<file path="config.mk">
export PLATFORM = sky130hd
export DESIGN_NAME = grid_astar_path_search_unit_flat
export DESIGN_NICKNAME = d
export VERILOG_FILES = /design/src/gaps_pkg.sv /design/src/gaps_req_if.sv /design/src/gaps_rsp_if.sv /design/src/gaps_cost_unit.sv /design/src/grid_astar_path_search_unit.sv /design/src/flat_wrapper.sv
export SDC_FILE = /design/constraint.sdc
export NUM_CORES = 2
export LEC_CHECK = 0
export BUFFER_PORTS_ARGS = -buffer_cell sky130_fd_sc_hd__buf_2
export CORE_UTILIZATION = 50
export DETAILED_ROUTE_END_ITERATION = 16
export HOLD_SLACK_MARGIN = 0.1
export PLACE_DENSITY = 0.63
export SLEW_MARGIN = 40
export SYNTH_ARGS = -nofsm -noshare
export SYNTH_HDL_FRONTEND = slang
export SYNTH_SLANG_ARGS = --single-unit
</file>
<file path="constraint.sdc">
create_clock -name i_clk -period 22 [get_ports i_clk]
set_clock_uncertainty 0.05 [all_clocks]
set_input_delay 1.1 -clock i_clk [delete_from_list [all_inputs] [get_ports i_clk]]
set_output_delay 1.1 -clock i_clk [all_outputs]
set_load 0.01 [all_outputs]
</file>
<file path="src/gaps_pkg.sv">
// Shared types, codes and constants of the grid A* path search unit.
// Used by the cost unit and the top level.
package gaps_pkg;

    localparam int unsigned NCELL = 64;     // 8 x 8 addressable cells
    localparam logic [3:0] STEP_STRAIGHT = 4'd10;
    localparam logic [3:0] STEP_DIAG     = 4'd14;

    typedef enum logic [1:0] {
        ST_WRITE_DONE = 2'd0,
        ST_PATH_STEP  = 2'd1,
        ST_NO_PATH    = 2'd2
    } t_status;

    typedef enum logic {
        REQ_WRITE = 1'b0,
        REQ_FIND  = 1'b1
    } t_req;

    typedef enum logic {
        CFG_MAP_WIDTH  = 1'b0,
        CFG_MAP_HEIGHT = 1'b1
    } t_cfg_idx;

    typedef enum logic [10:0] {
        S_IDLE   = 11'b000_0000_0001,
        S_INIT   = 11'b000_0000_0010,
        S_SCAN   = 11'b000_0000_0100,
        S_PICK   = 11'b000_0000_1000,
        S_NB_CHK = 11'b000_0001_0000,
        S_NB_UPD = 11'b000_0010_0000,
        S_TR_RD  = 11'b000_0100_0000,
        S_TR_NX  = 11'b000_1000_0000,
        S_EM_RD  = 11'b001_0000_0000,
        S_EM_LD  = 11'b010_0000_0000,
        S_OUT    = 11'b100_0000_0000
    } t_state;

    // One node record: insertion order, parent direction, f and g costs.
    typedef struct packed {
        logic [6:0]  order;
        logic [2:0]  parent;
        logic [10:0] total;
        logic [9:0]  cost;
    } t_node;

    typedef struct packed {
        logic [9:0] base_cost;
        logic [2:0] dir;
        logic [2:0] nx;
        logic [2:0] ny;
        logic [2:0] gx;
        logic [2:0] gy;
        logic [9:0] old_cost;
    } t_cost_req;

    typedef struct packed {
        logic [9:0]  cost;
        logic [10:0] total;
        logic        better;
    } t_cost_rsp;

    // Neighbor order W, E, N, S, NW, SE, NE, SW; offsets in 4-bit two's complement.
    function automatic logic [3:0] f_dx(input logic [2:0] d);
        logic [3:0] r;
        case (d)
            3'd0, 3'd4, 3'd7: r = 4'hF;
            3'd1, 3'd5, 3'd6: r = 4'h1;
            default:          r = 4'h0;
        endcase
        return r;
    endfunction

    function automatic logic [3:0] f_dy(input logic [2:0] d);
        logic [3:0] r;
        case (d)
            3'd2, 3'd4, 3'd6: r = 4'hF;
            3'd3, 3'd5, 3'd7: r = 4'h1;
            default:          r = 4'h0;
        endcase
        return r;
    endfunction

endpackage

</file>
<file path="src/gaps_req_if.sv">
// Request channel of the grid A* path search unit: valid/ready plus item fields.
// Depends on nothing.
interface gaps_req_if;
    logic       valid;
    logic       ready;
    logic       req_type;
    logic [2:0] cell_x;
    logic [2:0] cell_y;
    logic       cell_blocked;
    logic [2:0] start_x;
    logic [2:0] start_y;
    logic [2:0] goal_x;
    logic [2:0] goal_y;

    modport source (output valid, req_type, cell_x, cell_y, cell_blocked,
                     start_x, start_y, goal_x, goal_y, input ready);
    modport sink   (input valid, req_type, cell_x, cell_y, cell_blocked,
                     start_x, start_y, goal_x, goal_y, output ready);
endinterface

</file>
<file path="src/gaps_rsp_if.sv">
// Result channel of the grid A* path search unit: valid/ready plus item fields.
// Depends on nothing.
interface gaps_rsp_if;
    logic       valid;
    logic       ready;
    logic [1:0] status;
    logic [2:0] step_x;
    logic [2:0] step_y;
    logic       last;

    modport source (output valid, status, step_x, step_y, last, input ready);
    modport sink   (input valid, status, step_x, step_y, last, output ready);
endinterface

</file>
<file path="src/gaps_cost_unit.sv">
// Shared cost unit: g of a neighbor, its f with the Manhattan heuristic, and
// whether it beats the stored g. Depends on gaps_pkg.
module gaps_cost_unit
    import gaps_pkg::*;
(
    input  t_cost_req i_req,
    output t_cost_rsp o_rsp
);
    logic [2:0]  ddx, ddy;
    logic [3:0]  manh;
    logic [7:0]  heur;
    logic [10:0] ng;
    logic [10:0] tot;

    always_comb begin
        ddx  = (i_req.nx > i_req.gx) ? i_req.nx - i_req.gx : i_req.gx - i_req.nx;
        ddy  = (i_req.ny > i_req.gy) ? i_req.ny - i_req.gy : i_req.gy - i_req.ny;
        manh = {1'b0, ddx} + {1'b0, ddy};
        heur = {1'b0, manh, 3'b000} + {3'b000, manh, 1'b0};
        ng   = {1'b0, i_req.base_cost}
             + {7'd0, (i_req.dir[2] ? STEP_DIAG : STEP_STRAIGHT)};
        tot  = ng + {3'd0, heur};
        o_rsp.cost   = ng[9:0];
        o_rsp.total  = tot;
        o_rsp.better = ng < {1'b0, i_req.old_cost};
    end
endmodule

</file>
<file path="src/grid_astar_path_search_unit.sv">
// Grid A* path search unit: top level with sequencer, cell flags and node memory.
// Depends on gaps_pkg, gaps_req_if, gaps_rsp_if and gaps_cost_unit.
//
// Usage: items enter on i_req (valid/ready). A write item (req_type 0) sets one
// cell's blocked bit and returns one item with status 0. A find item (req_type 1)
// runs 8-connected A* inside the map_width x map_height area and returns the
// path from start (excluded) to goal, one item per cell, last set on the goal;
// or a single no-path item. Results leave on o_rsp from one output register.
// map_width/map_height are written through i_cfg_we/i_cfg_idx/i_cfg_data; the user
// must write them only while the unit is idle, as the unit does not enforce it.
// i_req.ready is high only while the unit is idle. Timing: a write or rejected
// find has its result registered in the next cycle. A search scans the open set
// for its minimum (one node memory read per cycle over all 64 cells), checks the 8
// neighbors, then traces the path back (read, parent step) and emits each cell.
// Reset: the blocked map is cleared, map size returns to 8 x 8, the unit idles.
// A stalled receiver holds the current result; the sequencer waits on it.
module grid_astar_path_search_unit
    import gaps_pkg::*;
#(
    parameter int GRID_COLS = 8,
    parameter int GRID_ROWS = 8
) (
    input  logic       i_clk,
    input  logic       i_rst_n,
    input  logic       i_cfg_we,
    input  logic       i_cfg_idx,
    input  logic [3:0] i_cfg_data,
    gaps_req_if.sink   i_req,
    gaps_rsp_if.source o_rsp
);
    localparam int LIM_W = (GRID_COLS < 8) ? GRID_COLS : 8;
    localparam int LIM_H = (GRID_ROWS < 8) ? GRID_ROWS : 8;

    t_state r_state, n_state;

    logic [3:0]  r_cfg_w, r_cfg_h;
    logic [3:0]  eff_w, eff_h;
    logic [63:0] r_blocked, r_open, r_closed;

    t_node       r_node_mem [NCELL];
    t_node       r_node_q;
    logic        node_we;
    logic [5:0]  node_waddr, node_raddr;
    t_node       node_wdata;

    logic [5:0]  r_stk_mem [NCELL];
    logic [5:0]  r_stk_q;
    logic        stk_we;
    logic [5:0]  stk_raddr;

    logic [2:0]  r_sx, r_sy, r_gx, r_gy;
    logic [6:0]  r_cnt;
    logic        r_pv;
    logic [5:0]  r_pidx;
    logic        r_have;
    logic [5:0]  r_best;
    logic [10:0] r_best_total;
    logic [6:0]  r_best_order;
    logic [9:0]  r_best_cost;
    logic [2:0]  r_dir;
    logic [5:0]  r_nc;
    logic [2:0]  r_nx, r_ny;
    logic [6:0]  r_order;
    logic [5:0]  r_cur;
    logic [6:0]  r_n;

    logic        r_out_valid;
    logic [1:0]  r_out_status;
    logic [2:0]  r_out_x, r_out_y;
    logic        r_out_last;

    logic        acc;
    logic        find_ok;
    logic        scan_better;
    logic [3:0]  nx4, ny4;
    logic        nb_ok;
    logic [5:0]  nb_idx;
    logic [3:0]  tr_dx, tr_dy;
    logic [2:0]  tr_px, tr_py;
    t_cost_req   cu_req;
    t_cost_rsp   cu_rsp;

    gaps_cost_unit u_cost (.i_req(cu_req), .o_rsp(cu_rsp));

    // Clamp the map size to the usable range.
    always_comb begin
        if (r_cfg_w == 4'd0)           eff_w = 4'd1;
        else if (int'(r_cfg_w) > LIM_W) eff_w = 4'(LIM_W);
        else                           eff_w = r_cfg_w;
        if (r_cfg_h == 4'd0)           eff_h = 4'd1;
        else if (int'(r_cfg_h) > LIM_H) eff_h = 4'(LIM_H);
        else                           eff_h = r_cfg_h;
    end

    assign acc = i_req.valid && i_req.ready;
    assign i_req.ready = r_state == S_IDLE;

    assign find_ok = ({1'b0, i_req.start_x} < eff_w) && ({1'b0, i_req.start_y} < eff_h)
                  && ({1'b0, i_req.goal_x} < eff_w) && ({1'b0, i_req.goal_y} < eff_h)
                  && ({i_req.start_y, i_req.start_x} != {i_req.goal_y, i_req.goal_x})
                  && !r_blocked[{i_req.goal_y, i_req.goal_x}];

    assign scan_better = !r_have || (r_node_q.total < r_best_total)
                      || ((r_node_q.total == r_best_total) && (r_node_q.order < r_best_order));

    // Neighbor of the expanded cell; a step off the left or top wraps to 4'hF.
    assign nx4    = {1'b0, r_best[2:0]} + f_dx(r_dir);
    assign ny4    = {1'b0, r_best[5:3]} + f_dy(r_dir);
    assign nb_ok  = (nx4 < eff_w) && (ny4 < eff_h);
    assign nb_idx = {ny4[2:0], nx4[2:0]};

    assign tr_dx = f_dx(r_node_q.parent);
    assign tr_dy = f_dy(r_node_q.parent);
    assign tr_px = r_cur[2:0] - tr_dx[2:0];
    assign tr_py = r_cur[5:3] - tr_dy[2:0];

    always_comb begin
        cu_req.base_cost = r_best_cost;
        cu_req.dir       = r_dir;
        cu_req.nx        = r_nx;
        cu_req.ny        = r_ny;
        cu_req.gx        = r_gx;
        cu_req.gy        = r_gy;
        cu_req.old_cost  = r_node_q.cost;
    end

    // Node memory port control.
    always_comb begin
        node_we    = 1'b0;
        node_waddr = r_nc;
        node_wdata = '0;
        unique case (r_state)
            S_NB_CHK: node_raddr = nb_idx;
            S_TR_RD:  node_raddr = r_cur;
            default:  node_raddr = r_cnt[5:0];
        endcase
        if (r_state == S_INIT) begin
            node_we    = 1'b1;
            node_waddr = {r_sy, r_sx};
        end else if (r_state == S_NB_UPD) begin
            if (r_open[r_nc]) begin
                node_we    = cu_rsp.better;
                node_wdata = '{order: r_node_q.order, parent: r_dir,
                               total: cu_rsp.total, cost: cu_rsp.cost};
            end else begin
                node_we    = !r_blocked[r_nc];
                node_wdata = '{order: r_order, parent: r_dir,
                               total: cu_rsp.total, cost: cu_rsp.cost};
            end
        end
    end

    always_ff @(posedge i_clk) begin
        if (node_we) r_node_mem[node_waddr] <= node_wdata;
        r_node_q <= r_node_mem[node_raddr];
    end

    assign stk_we    = (r_state == S_TR_RD) && (r_cur != {r_sy, r_sx});
    assign stk_raddr = r_n[5:0] - 6'd1;

    always_ff @(posedge i_clk) begin
        if (stk_we) r_stk_mem[r_n[5:0]] <= r_cur;
        r_stk_q <= r_stk_mem[stk_raddr];
    end

    // Sequencer next state.
    always_comb begin
        n_state = r_state;
        unique case (r_state)
            S_IDLE:   if (acc) n_state = (i_req.req_type == REQ_FIND && find_ok) ? S_INIT : S_OUT;
            S_INIT:   n_state = S_SCAN;
            S_SCAN:   if (r_cnt == 7'd64) n_state = S_PICK;
            S_PICK: begin
                if (!r_have)                      n_state = S_OUT;
                else if (r_best == {r_gy, r_gx})  n_state = S_TR_RD;
                else                              n_state = S_NB_CHK;
            end
            S_NB_CHK: begin
                if (nb_ok && !r_closed[nb_idx]) n_state = S_NB_UPD;
                else if (r_dir == 3'd7)         n_state = S_SCAN;
            end
            S_NB_UPD: n_state = (r_dir == 3'd7) ? S_SCAN : S_NB_CHK;
            S_TR_RD:  n_state = (r_cur == {r_sy, r_sx}) ? S_EM_RD : S_TR_NX;
            S_TR_NX:  n_state = S_TR_RD;
            S_EM_RD:  n_state = S_EM_LD;
            S_EM_LD:  n_state = S_OUT;
            S_OUT:    if (o_rsp.ready) n_state = r_out_last ? S_IDLE : S_EM_RD;
            default:  n_state = S_IDLE;
        endcase
    end

    always_ff @(posedge i_clk) begin
        if (!i_rst_n) begin
            r_state     <= S_IDLE;
            r_cfg_w     <= 4'd8;
            r_cfg_h     <= 4'd8;
            r_blocked   <= '0;
            r_open      <= '0;
            r_closed    <= '0;
            r_out_valid <= 1'b0;
        end else begin
            r_state <= n_state;
            if (i_cfg_we) begin
                if (i_cfg_idx == CFG_MAP_WIDTH) r_cfg_w <= i_cfg_data;
                else                            r_cfg_h <= i_cfg_data;
            end

            unique case (r_state)
                S_IDLE: if (acc) begin
                    r_sx <= i_req.start_x;
                    r_sy <= i_req.start_y;
                    r_gx <= i_req.goal_x;
                    r_gy <= i_req.goal_y;
                    r_out_x    <= 3'd0;
                    r_out_y    <= 3'd0;
                    r_out_last <= 1'b1;
                    if (i_req.req_type == REQ_WRITE) begin
                        if ((int'(i_req.cell_x) < GRID_COLS) && (int'(i_req.cell_y) < GRID_ROWS))
                            r_blocked[{i_req.cell_y, i_req.cell_x}] <= i_req.cell_blocked;
                        r_out_status <= ST_WRITE_DONE;
                        r_out_valid  <= 1'b1;
                    end else if (!find_ok) begin
                        r_out_status <= ST_NO_PATH;
                        r_out_valid  <= 1'b1;
                    end
                end
                S_INIT: begin
                    // open only the start cell
                    r_open   <= 64'd1 << {r_sy, r_sx};
                    r_closed <= '0;
                    r_order  <= 7'd1;
                    r_cnt    <= '0;
                    r_pv     <= 1'b0;
                    r_have   <= 1'b0;
                end
                S_SCAN: begin
                    r_cnt  <= r_cnt + 7'd1;
                    r_pv   <= !r_cnt[6] && r_open[r_cnt[5:0]];
                    r_pidx <= r_cnt[5:0];
                    if (r_pv && scan_better) begin
                        r_have       <= 1'b1;
                        r_best       <= r_pidx;
                        r_best_total <= r_node_q.total;
                        r_best_order <= r_node_q.order;
                        r_best_cost  <= r_node_q.cost;
                    end
                end
                S_PICK: begin
                    r_dir <= 3'd0;
                    r_cur <= {r_gy, r_gx};
                    r_n   <= '0;
                    if (r_have) begin
                        r_open[r_best]   <= 1'b0;
                        r_closed[r_best] <= 1'b1;
                    end else begin
                        r_out_status <= ST_NO_PATH;
                        r_out_x      <= 3'd0;
                        r_out_y      <= 3'd0;
                        r_out_last   <= 1'b1;
                        r_out_valid  <= 1'b1;
                    end
                end
                S_NB_CHK: begin
                    r_nc <= nb_idx;
                    r_nx <= nx4[2:0];
                    r_ny <= ny4[2:0];
                    if (!(nb_ok && !r_closed[nb_idx])) begin
                        r_dir <= r_dir + 3'd1;
                        r_cnt  <= '0;
                        r_pv   <= 1'b0;
                        r_have <= 1'b0;
                    end
                end
                S_NB_UPD: begin
                    if (!r_open[r_nc] && !r_blocked[r_nc]) begin
                        r_open[r_nc] <= 1'b1;
                        r_order      <= r_order + 7'd1;
                    end
                    r_dir  <= r_dir + 3'd1;
                    r_cnt  <= '0;
                    r_pv   <= 1'b0;
                    r_have <= 1'b0;
                end
                S_TR_RD: if (stk_we) r_n <= r_n + 7'd1;
                S_TR_NX: r_cur <= {tr_py, tr_px};
                S_EM_RD: ;
                S_EM_LD: begin
                    r_out_status <= ST_PATH_STEP;
                    r_out_x      <= r_stk_q[2:0];
                    r_out_y      <= r_stk_q[5:3];
                    r_out_last   <= r_n == 7'd1;
                    r_out_valid  <= 1'b1;
                    r_n          <= r_n - 7'd1;
                end
                S_OUT: if (o_rsp.ready) r_out_valid <= 1'b0;
                default: ;
            endcase
        end
    end

    assign o_rsp.valid  = r_out_valid;
    assign o_rsp.status = r_out_status;
    assign o_rsp.step_x = r_out_x;
    assign o_rsp.step_y = r_out_y;
    assign o_rsp.last   = r_out_last;

endmodule
</file>
<file path="src/flat_wrapper.sv">
// flat-port wrapper written by rule: the top's interface ports become plain ports
module grid_astar_path_search_unit_flat import gaps_pkg::*;
#(
    parameter int GRID_COLS = 8,
    parameter int GRID_ROWS = 8
)
  (i_clk, i_rst_n, i_cfg_we, i_cfg_idx, i_cfg_data, i_req_valid, i_req_req_type, i_req_cell_x, i_req_cell_y, i_req_cell_blocked, i_req_start_x, i_req_start_y, i_req_goal_x, i_req_goal_y, i_req_ready, o_rsp_valid, o_rsp_status, o_rsp_step_x, o_rsp_step_y, o_rsp_last, o_rsp_ready);
  gaps_req_if i_req_i ();
  gaps_rsp_if o_rsp_i ();
  input  logic i_clk;
  input  logic i_rst_n;
  input  logic i_cfg_we;
  input  logic i_cfg_idx;
  input  logic [3:0] i_cfg_data;
  input wire logic [$bits(i_req_i.valid)-1:0] i_req_valid;
  input wire logic [$bits(i_req_i.req_type)-1:0] i_req_req_type;
  input wire logic [$bits(i_req_i.cell_x)-1:0] i_req_cell_x;
  input wire logic [$bits(i_req_i.cell_y)-1:0] i_req_cell_y;
  input wire logic [$bits(i_req_i.cell_blocked)-1:0] i_req_cell_blocked;
  input wire logic [$bits(i_req_i.start_x)-1:0] i_req_start_x;
  input wire logic [$bits(i_req_i.start_y)-1:0] i_req_start_y;
  input wire logic [$bits(i_req_i.goal_x)-1:0] i_req_goal_x;
  input wire logic [$bits(i_req_i.goal_y)-1:0] i_req_goal_y;
  output wire logic [$bits(i_req_i.ready)-1:0] i_req_ready;
  output wire logic [$bits(o_rsp_i.valid)-1:0] o_rsp_valid;
  output wire logic [$bits(o_rsp_i.status)-1:0] o_rsp_status;
  output wire logic [$bits(o_rsp_i.step_x)-1:0] o_rsp_step_x;
  output wire logic [$bits(o_rsp_i.step_y)-1:0] o_rsp_step_y;
  output wire logic [$bits(o_rsp_i.last)-1:0] o_rsp_last;
  input wire logic [$bits(o_rsp_i.ready)-1:0] o_rsp_ready;
  assign i_req_i.valid = i_req_valid;
  assign i_req_i.req_type = i_req_req_type;
  assign i_req_i.cell_x = i_req_cell_x;
  assign i_req_i.cell_y = i_req_cell_y;
  assign i_req_i.cell_blocked = i_req_cell_blocked;
  assign i_req_i.start_x = i_req_start_x;
  assign i_req_i.start_y = i_req_start_y;
  assign i_req_i.goal_x = i_req_goal_x;
  assign i_req_i.goal_y = i_req_goal_y;
  assign i_req_ready = i_req_i.ready;
  assign o_rsp_valid = o_rsp_i.valid;
  assign o_rsp_status = o_rsp_i.status;
  assign o_rsp_step_x = o_rsp_i.step_x;
  assign o_rsp_step_y = o_rsp_i.step_y;
  assign o_rsp_last = o_rsp_i.last;
  assign o_rsp_i.ready = o_rsp_ready;
  grid_astar_path_search_unit #(.GRID_COLS(GRID_COLS), .GRID_ROWS(GRID_ROWS)) u_core (.i_clk(i_clk), .i_rst_n(i_rst_n), .i_cfg_we(i_cfg_we), .i_cfg_idx(i_cfg_idx), .i_cfg_data(i_cfg_data), .i_req(i_req_i), .o_rsp(o_rsp_i));
endmodule
</file>
Word-level counts from Yosys, hierarchy flattened
Memories as Yosys holds them, arrays and structs flattened. A register that Yosys moved wholly into a read port is not among the register bits.
Cells that the tools add are included.
{ "totals": {"reg_bits": 317, "ramBits": 2368, "out_inout_bits": 11, "word_cells": 275, "n_memories": 2} }
{ "memory_table": {"columns": ["memory", "words", "width", "read_ports", "rd_ports_with_merged_regs", "write_ports", "line", "text"], "rows": [
  ["u_core.r_node_mem", 64, 31, 1, 1, 1, "grid_astar_path_search_unit.sv:40", "t_node r_node_mem [NCELL];"],
  ["u_core.r_stk_mem", 64, 6, 1, 1, 1, "grid_astar_path_search_unit.sv:46", "logic [5:0] r_stk_mem [NCELL];"]
]} }
{ "classes": {"addsub": 18, "n_lt_le_gt_ge": 22, "n_eq_ne": 43, "shifts": 1, "muxes": 87, "bitwise": 6, "n_reduce_logical": 66} }
{ "op_table": {"columns": ["operator", "count"], "rows": [
  ["2-to-1 mux 64 bit", 3],
  ["case mux 64 bit (3 select lines)", 1],
  ["OR 64 bit", 2],
  ["case mux 64 bit (2 select lines)", 1],
  ["case mux 11 bit (11 select lines)", 1],
  ["2-to-1 mux 31 bit", 3],
  ["2-to-1 mux 11 bit", 7],
  ["AND 64 bit", 1],
  ["bitwise mux 64 bit", 1],
  ["NOT 64 bit", 1],
  ["<< shifter 1 x 6 -> 64 bit, first input constant", 1],
  ["< comparator 6 x 7 -> 1 bit, second input constant", 6],
  ["case mux 7 bit (3 select lines)", 2],
  ["binary-select mux 1 bit (select 6 bit)", 5],
  ["2-to-1 mux 7 bit", 4],
  ["case mux 3 bit (3 select lines)", 3],
  ["== test 3 bit, second input constant", 8],
  ["case mux 6 bit (2 select lines)", 2],
  ["AND reduction 3 bit", 8],
  ["OR reduction 3 bit", 8],
  ["2-to-1 mux 1 bit", 23],
  ["adder 7 x 1 -> 7 bit, second input constant", 3],
  ["demux 1 bit (select 6 bit)", 3],
  ["greater-or-equal comparator 6 x 1 -> 1 bit, second input constant", 3],
  ["63 further kinds", 143]
]} }

Longest topological paths before layout
{ "logic_depth": {"ltp_word": 13, "mapped_depth": 23, "ltp_nobuf": 21} }

By module
From an unflattened synthesis, not the netlist that was laid out.
{ "unflattened": {"hier_cells": 7753, "area_unflattened_um2": 111438.1} }
{ "modules_own_cells": {"columns": ["module", "n_inst", "cells_each", "area_per_inst_um2", "seq_area_each_um2"], "rows": [
  ["grid_astar_path_search_unit", 1, 7604, 110164.4, 79065.8],
  ["gaps_cost_unit", 1, 149, 1273.7, 0.0]
]} }

Least setup slack after synthesis
OpenSTA, ideal clock, no wires.
{ "synth_path": {"path_type": "register -> register", "startpoint": "reg u_core.r_nx[1]", "endpoint": "mem u_core.r_node_mem[0][16] (netlist name) (data pin)", "setup_time_ns": 0.681, "arrival_ns": 6.297, "required_time_ns": 21.269, "slack_ns": 14.972, "path_stages_with_launch": 17, "n_path_buf": 3, "period_less_slack_ns": 7.028, "cell_sequence": "edfxtp_1 > buf_2 > buf_2 > clkinv_1 > clkbuf_1 > fa_1 > mux2_2 > ha_1 > a21o_1 > a21oi_1 > xnor2_1 > ha_1 > ha_1 > nor2b_1 > o21ai_0 > a21boi_0 > nor3_1"} }
{ "synth_rtl": {"columns": ["element", "line", "text"], "rows": [
  ["start: declaration", "grid_astar_path_search_unit.sv:62", "logic [2:0] r_nx, r_ny;"],
  ["start signal: assignment", "grid_astar_path_search_unit.sv:265", "r_nx <= nx4[2:0];"],
  ["end: declaration", "grid_astar_path_search_unit.sv:40", null]
]} }

Worst setup path in the final report
{ "layout_path": {"startpoint": "reg u_core.r_dir[0]", "endpoint": "reg u_core.r_node_q[29] (netlist name)"} }
{ "layout_between": {"elab_chain_len": 5} }
{ "layout_lines": {"columns": ["element", "line", "text"], "rows": [
  ["start: declaration", "grid_astar_path_search_unit.sv:60", "logic [2:0] r_dir;"],
  ["start signal: assignment", "grid_astar_path_search_unit.sv:268", "r_dir <= r_dir + 3'd1;"],
  ["start signal: assignment", "grid_astar_path_search_unit.sv:279", "r_dir <= r_dir + 3'd1;"],
  ["== test 3 x 1 -> 1 bit, or another cell as far along", "gaps_pkg.sv:66", "case (d)"],
  ["OR reduction 3 bit (on tied branches)", "gaps_pkg.sv:66, gaps_pkg.sv:76", null],
  ["case mux 4 bit (2 select lines) (on tied branches)", "gaps_pkg.sv:66, gaps_pkg.sv:76", null],
  ["adder 3 x 4 -> 4 bit (on tied branches)", "grid_astar_path_search_unit.sv:107, grid_astar_path_search_unit.sv:108", null],
  ["case mux 6 bit (2 select lines) *", "grid_astar_path_search_unit.sv:132", "unique case (r_state)"]
]} }
Mark *: on every way between the ends. The rest lies on a longest branch, timed or not.
A chain may end at the register's enable or synchronous reset.

==> results.json <==
{
  "synth_top_family_by_area": "simple AND/OR/NAND/NOR gates",
  "core_area_mm2": 0.2174,
  "ys_ff_latch": 2650,
  "crit_fanout": 94,
  "cts_setup_buffers": 0,
  "final_cells": 11170,
  "die_area_mm2": 0.2210,
  "maxCapViolCount": 0,
  "synthMuxAreaShare_pct": 6.193,
  "layout-drive-gt1-share_pct": 12.61,
  "worstSetupStartpoint": "u_core.r_dir[0]$_SDFFCE_PN0P_",
  "ant_nets": 0,
  "max-slew-margin-rel_pct": 32.17,
  "clk-insertion-delay-late_ns": 0.94,
  "area_growth_pct": 12.55,
  "syn_area_per_cell_um2": 13.57,
  "start_kind": "flip-flop",
  "p_comb_share_pct": 3.5,
  "drcViolationCount": 0,
  "cp_slowest_cell": "buf_4",
  "fmax_mhz": 150.4,
  "cts_max_level": 5,
  "vias": 70170,
  "synth_simple_gate_area_share_pct": 10.99,
  "cp.required_ns": 22.71,
  "synth_compound_area_share_pct": 8.515,
  "gp_congestion": 0.8971,
  "start_util_pct": 50.40,
  "fin_crit_ns": 6.651,
  "numCtsBuffers": 291,
  "finalHoldViolations": 0,
  "synth_top_area_share_pct": 65.83,
  "finalNetCount": 8222,
  "hold_class": "reg2reg",
  "rsz0062_at_grt": "false",
  "swShare_pct": 21.15,
  "dpl_cell_area_mm2": 0.1144,
  "ir_worst_vdd_mv": 0.1002,
  "post_drt_via_cell_ratio": 6.285,
  "postLayoutCellArea_mm2": 0.1233,
  "drv_slew": 0,
  "cts_resized": 0,
  "arrival_ns": 7.36,
  "reg2reg_slack_ns": 15.35,
  "min_period_over_period_pct": 30.23,
  "p_leak_nw": 39.76,
  "path_clk_slew_ns": 0.06,
  "rows": 171,
  "cts_root_buffer": "clkbuf_16",
  "synth_xor_area_share_pct": 0.4796,
  "dpl.hpwl_um": 179400,
  "yosysMostFrequentCell": "edfxtp_1",
  "port_buffers": 40,
  "die_w_um": 470.1,
  "holdWs_ns": 0.3734,
  "die_h_um": 470.1,
  "syn_area_mm2": 0.1096,
  "synth_enable_flop_cells": 2402,
  "antenna_found_initial": 9,
  "ys_seq_area_share_pct": 70.36,
  "track_usage_pct": 28.09,
  "clock_sinks": 2650,
  "cp_cell_sequence": "ha_1 -> ha_1 -> nor2_1 -> nand2_1 -> ha_1 -> fa_2 -> xor2_1 -> a22oi_1 -> buf_4 -> o21ai_4 -> buf_12 -> buf_4 -> buf_4 -> mux2_2 -> o2111ai_1 -> o22ai_1 -> a2111oi_0 -> o211ai_1",
  "synthTopCellsByCount": "edfxtp_1, nand2_1, a21oi_1, nor2_1, clkbuf_1",
  "drtPass1Iterations": 8,
  "wl_um": 315700,
  "setup_violations": 0,
  "power_frac_clock_pct": 43.9,
  "r2r-end": "u_core.r_node_q[29]$_DFF_P_",
  "netlist.top_cell.by_area": "edfxtp_1",
  "cp-end-kind": "flip-flop",
  "seq_area_mm2": 0.07709,
  "ys_warn_count": 0,
  "wire_per_inst_um": 28.27,
  "switching_power_mw": 2.198,
  "async_reset_ff_share_pct": 0,
  "grt_overflow": 0,
  "slowest_delay_ns": 0.75,
  "synthDistinctLibCells": 83,
  "io_pins": 41,
  "grt_max_degree": 127,
  "synthFlopType": "edfxtp_1",
  "synth_adder_area_share_pct": 1.167,
  "ff2ff_path_depth": 18,
  "synth.area.top_cells": "edfxtp_1, nand2_1, dfxtp_1",
  "synthesis.nets": 8198,
  "seqPwrFrac_pct": 52.5,
  "dp_cells": 10660,
  "drtIter0Drc": 8269,
  "fillers": 17170,
  "timing.rr.start": "u_core.r_dir[0]$_SDFFCE_PN0P_",
  "grt_pass1_vias": 66990,
  "multiInputGateArea_mm2": 0.03137,
  "ctsLongestPathBuffers": 4,
  "intPower_mw": 8.195,
  "finalSetupTns_ns": 0,
  "power_density_mw_per_mm2": 84.28,
  "critical_path_class": "reg2reg",
  "grt_pass1_wl_um": 458200,
  "tritoncts": "yes",
  "tightestPinTransition_ns": 1.013,
  "cts_hold_buf": 0,
  "run_status": "finished, final reports clean",
  "netlist_instances": 8073,
  "crit_path_end": "u_core.r_node_q[29]$_DFF_P_"
}
placed cells by master, fill, tap and decap left out, drive strengths merged, types with 159 or more instances in the layout:
cell       n
nor2     408
nand2   1605
mux2i    211
buf      264
dfxtp    248
a31oi    159
a21oi    477
nand3    307
and3     161
edfxtp  2402
mux4     199
o21ai    220
clkbuf   402
metal layers:
metal	vias up	share of wire (%)	global-route usage (%)
met5	-	0.016	0
met4	8	5.0	13.18
met3	718	8.7	4.903
met2	3547	47	44.44
met1	35350	39	37.91
li1	30550	-	-
area by class of cell:
class	instances	area share (%)
inverter	90	0.2760
timing repair buffer	264	1.781
multi-input combinational	4800	25.44
antenna	6	0.01218
sequential	2650	62.52
clock buffer	402	6.450
clock inverter	99	0.6271
tap	2854	2.896
power groups by stage:
stage,logic (mW),clock network (mW),registers (mW)
3_5_place_dp,0.360,0,5.56
3_3_place_gp,0.351,0,5.56
5_1_grt,0.393,4.80,5.46
4_1_cts,0.362,4.62,5.46
6_report,0.367,4.57,5.46
2_1_floorplan,0.224,0,5.55
through the flow:
stage          total power, mW  setup WS, ns  util (%)
2_1_floorplan            5.770         14.97         -
3_3_place_gp             5.914         15.33     52.41
3_5_place_dp             5.924         15.33     52.65
4_1_cts                  10.44         15.29     56.66
5_1_grt                  10.65         15.12     56.72
6_report                 10.39         15.35     56.73
cell families (layout without fill, tap and decap cells):
logic type      count (synthesis)  after routing
buf+inv                       623            855
flops                        2650           2650
simple gates                 2776           2776
compound gates               1442           1442
mux                           427            427
xor+xnor                       60             60
fa+ha+maj                      95             95
other cells                     0              6
worst min path at each step:
stage / start / to / slack (ns) / cells past startpoint
6_report: u_core.r_pidx[5]$_DFFE_PP_ / u_core.r_best[5]$_DFFE_PP_ / 0.37 / 0
3_5_place_dp: u_core.r_pidx[0]$_DFFE_PP_ / u_core.r_best[0]$_DFFE_PP_ / 0.36 / 0
3_3_place_gp: u_core.r_pidx[3]$_DFFE_PP_ / u_core.r_best[3]$_DFFE_PP_ / 0.35 / 0
5_1_grt: i_req_start_x[1] / u_core.r_sx[1]$_DFFE_PP_ / 0.36 / 1
2_1_floorplan: u_core.r_pidx[0]$_DFFE_PP_ / u_core.r_best[0]$_DFFE_PP_ / 0.35 / 0
4_1_cts: i_req_start_y[2] / u_core.r_sy[2]$_DFFE_PP_ / 0.33 / 1
critical path: cells and delay by family, from the launching register on:
kind,cells,cell delay [ns]
muxes,1,0.44
buffers and inverters,4,2.09
and+or+nand+nor,2,0.25
adders and majority gates,4,1.07
DFF,1,0.48
xor gates and xnor gates,1,0.24
AOI/OAI and AO/OA,6,1.71
state kept, by name, indices dropped and copies added, names as in the netlist, 9 cells and up:
name                 cells
u_core.r_open           64
u_core.r_state          11
u_core.r_best_cost      10
u_core.r_node_q         21
u_core.r_stk_mem       384
u_core.r_closed         64
u_core.r_best_total     10
u_core.r_blocked        64
u_core.cu_req            9
u_core.r_node_mem     1920
No activity file was read; power rests on OpenSTA's default activity.
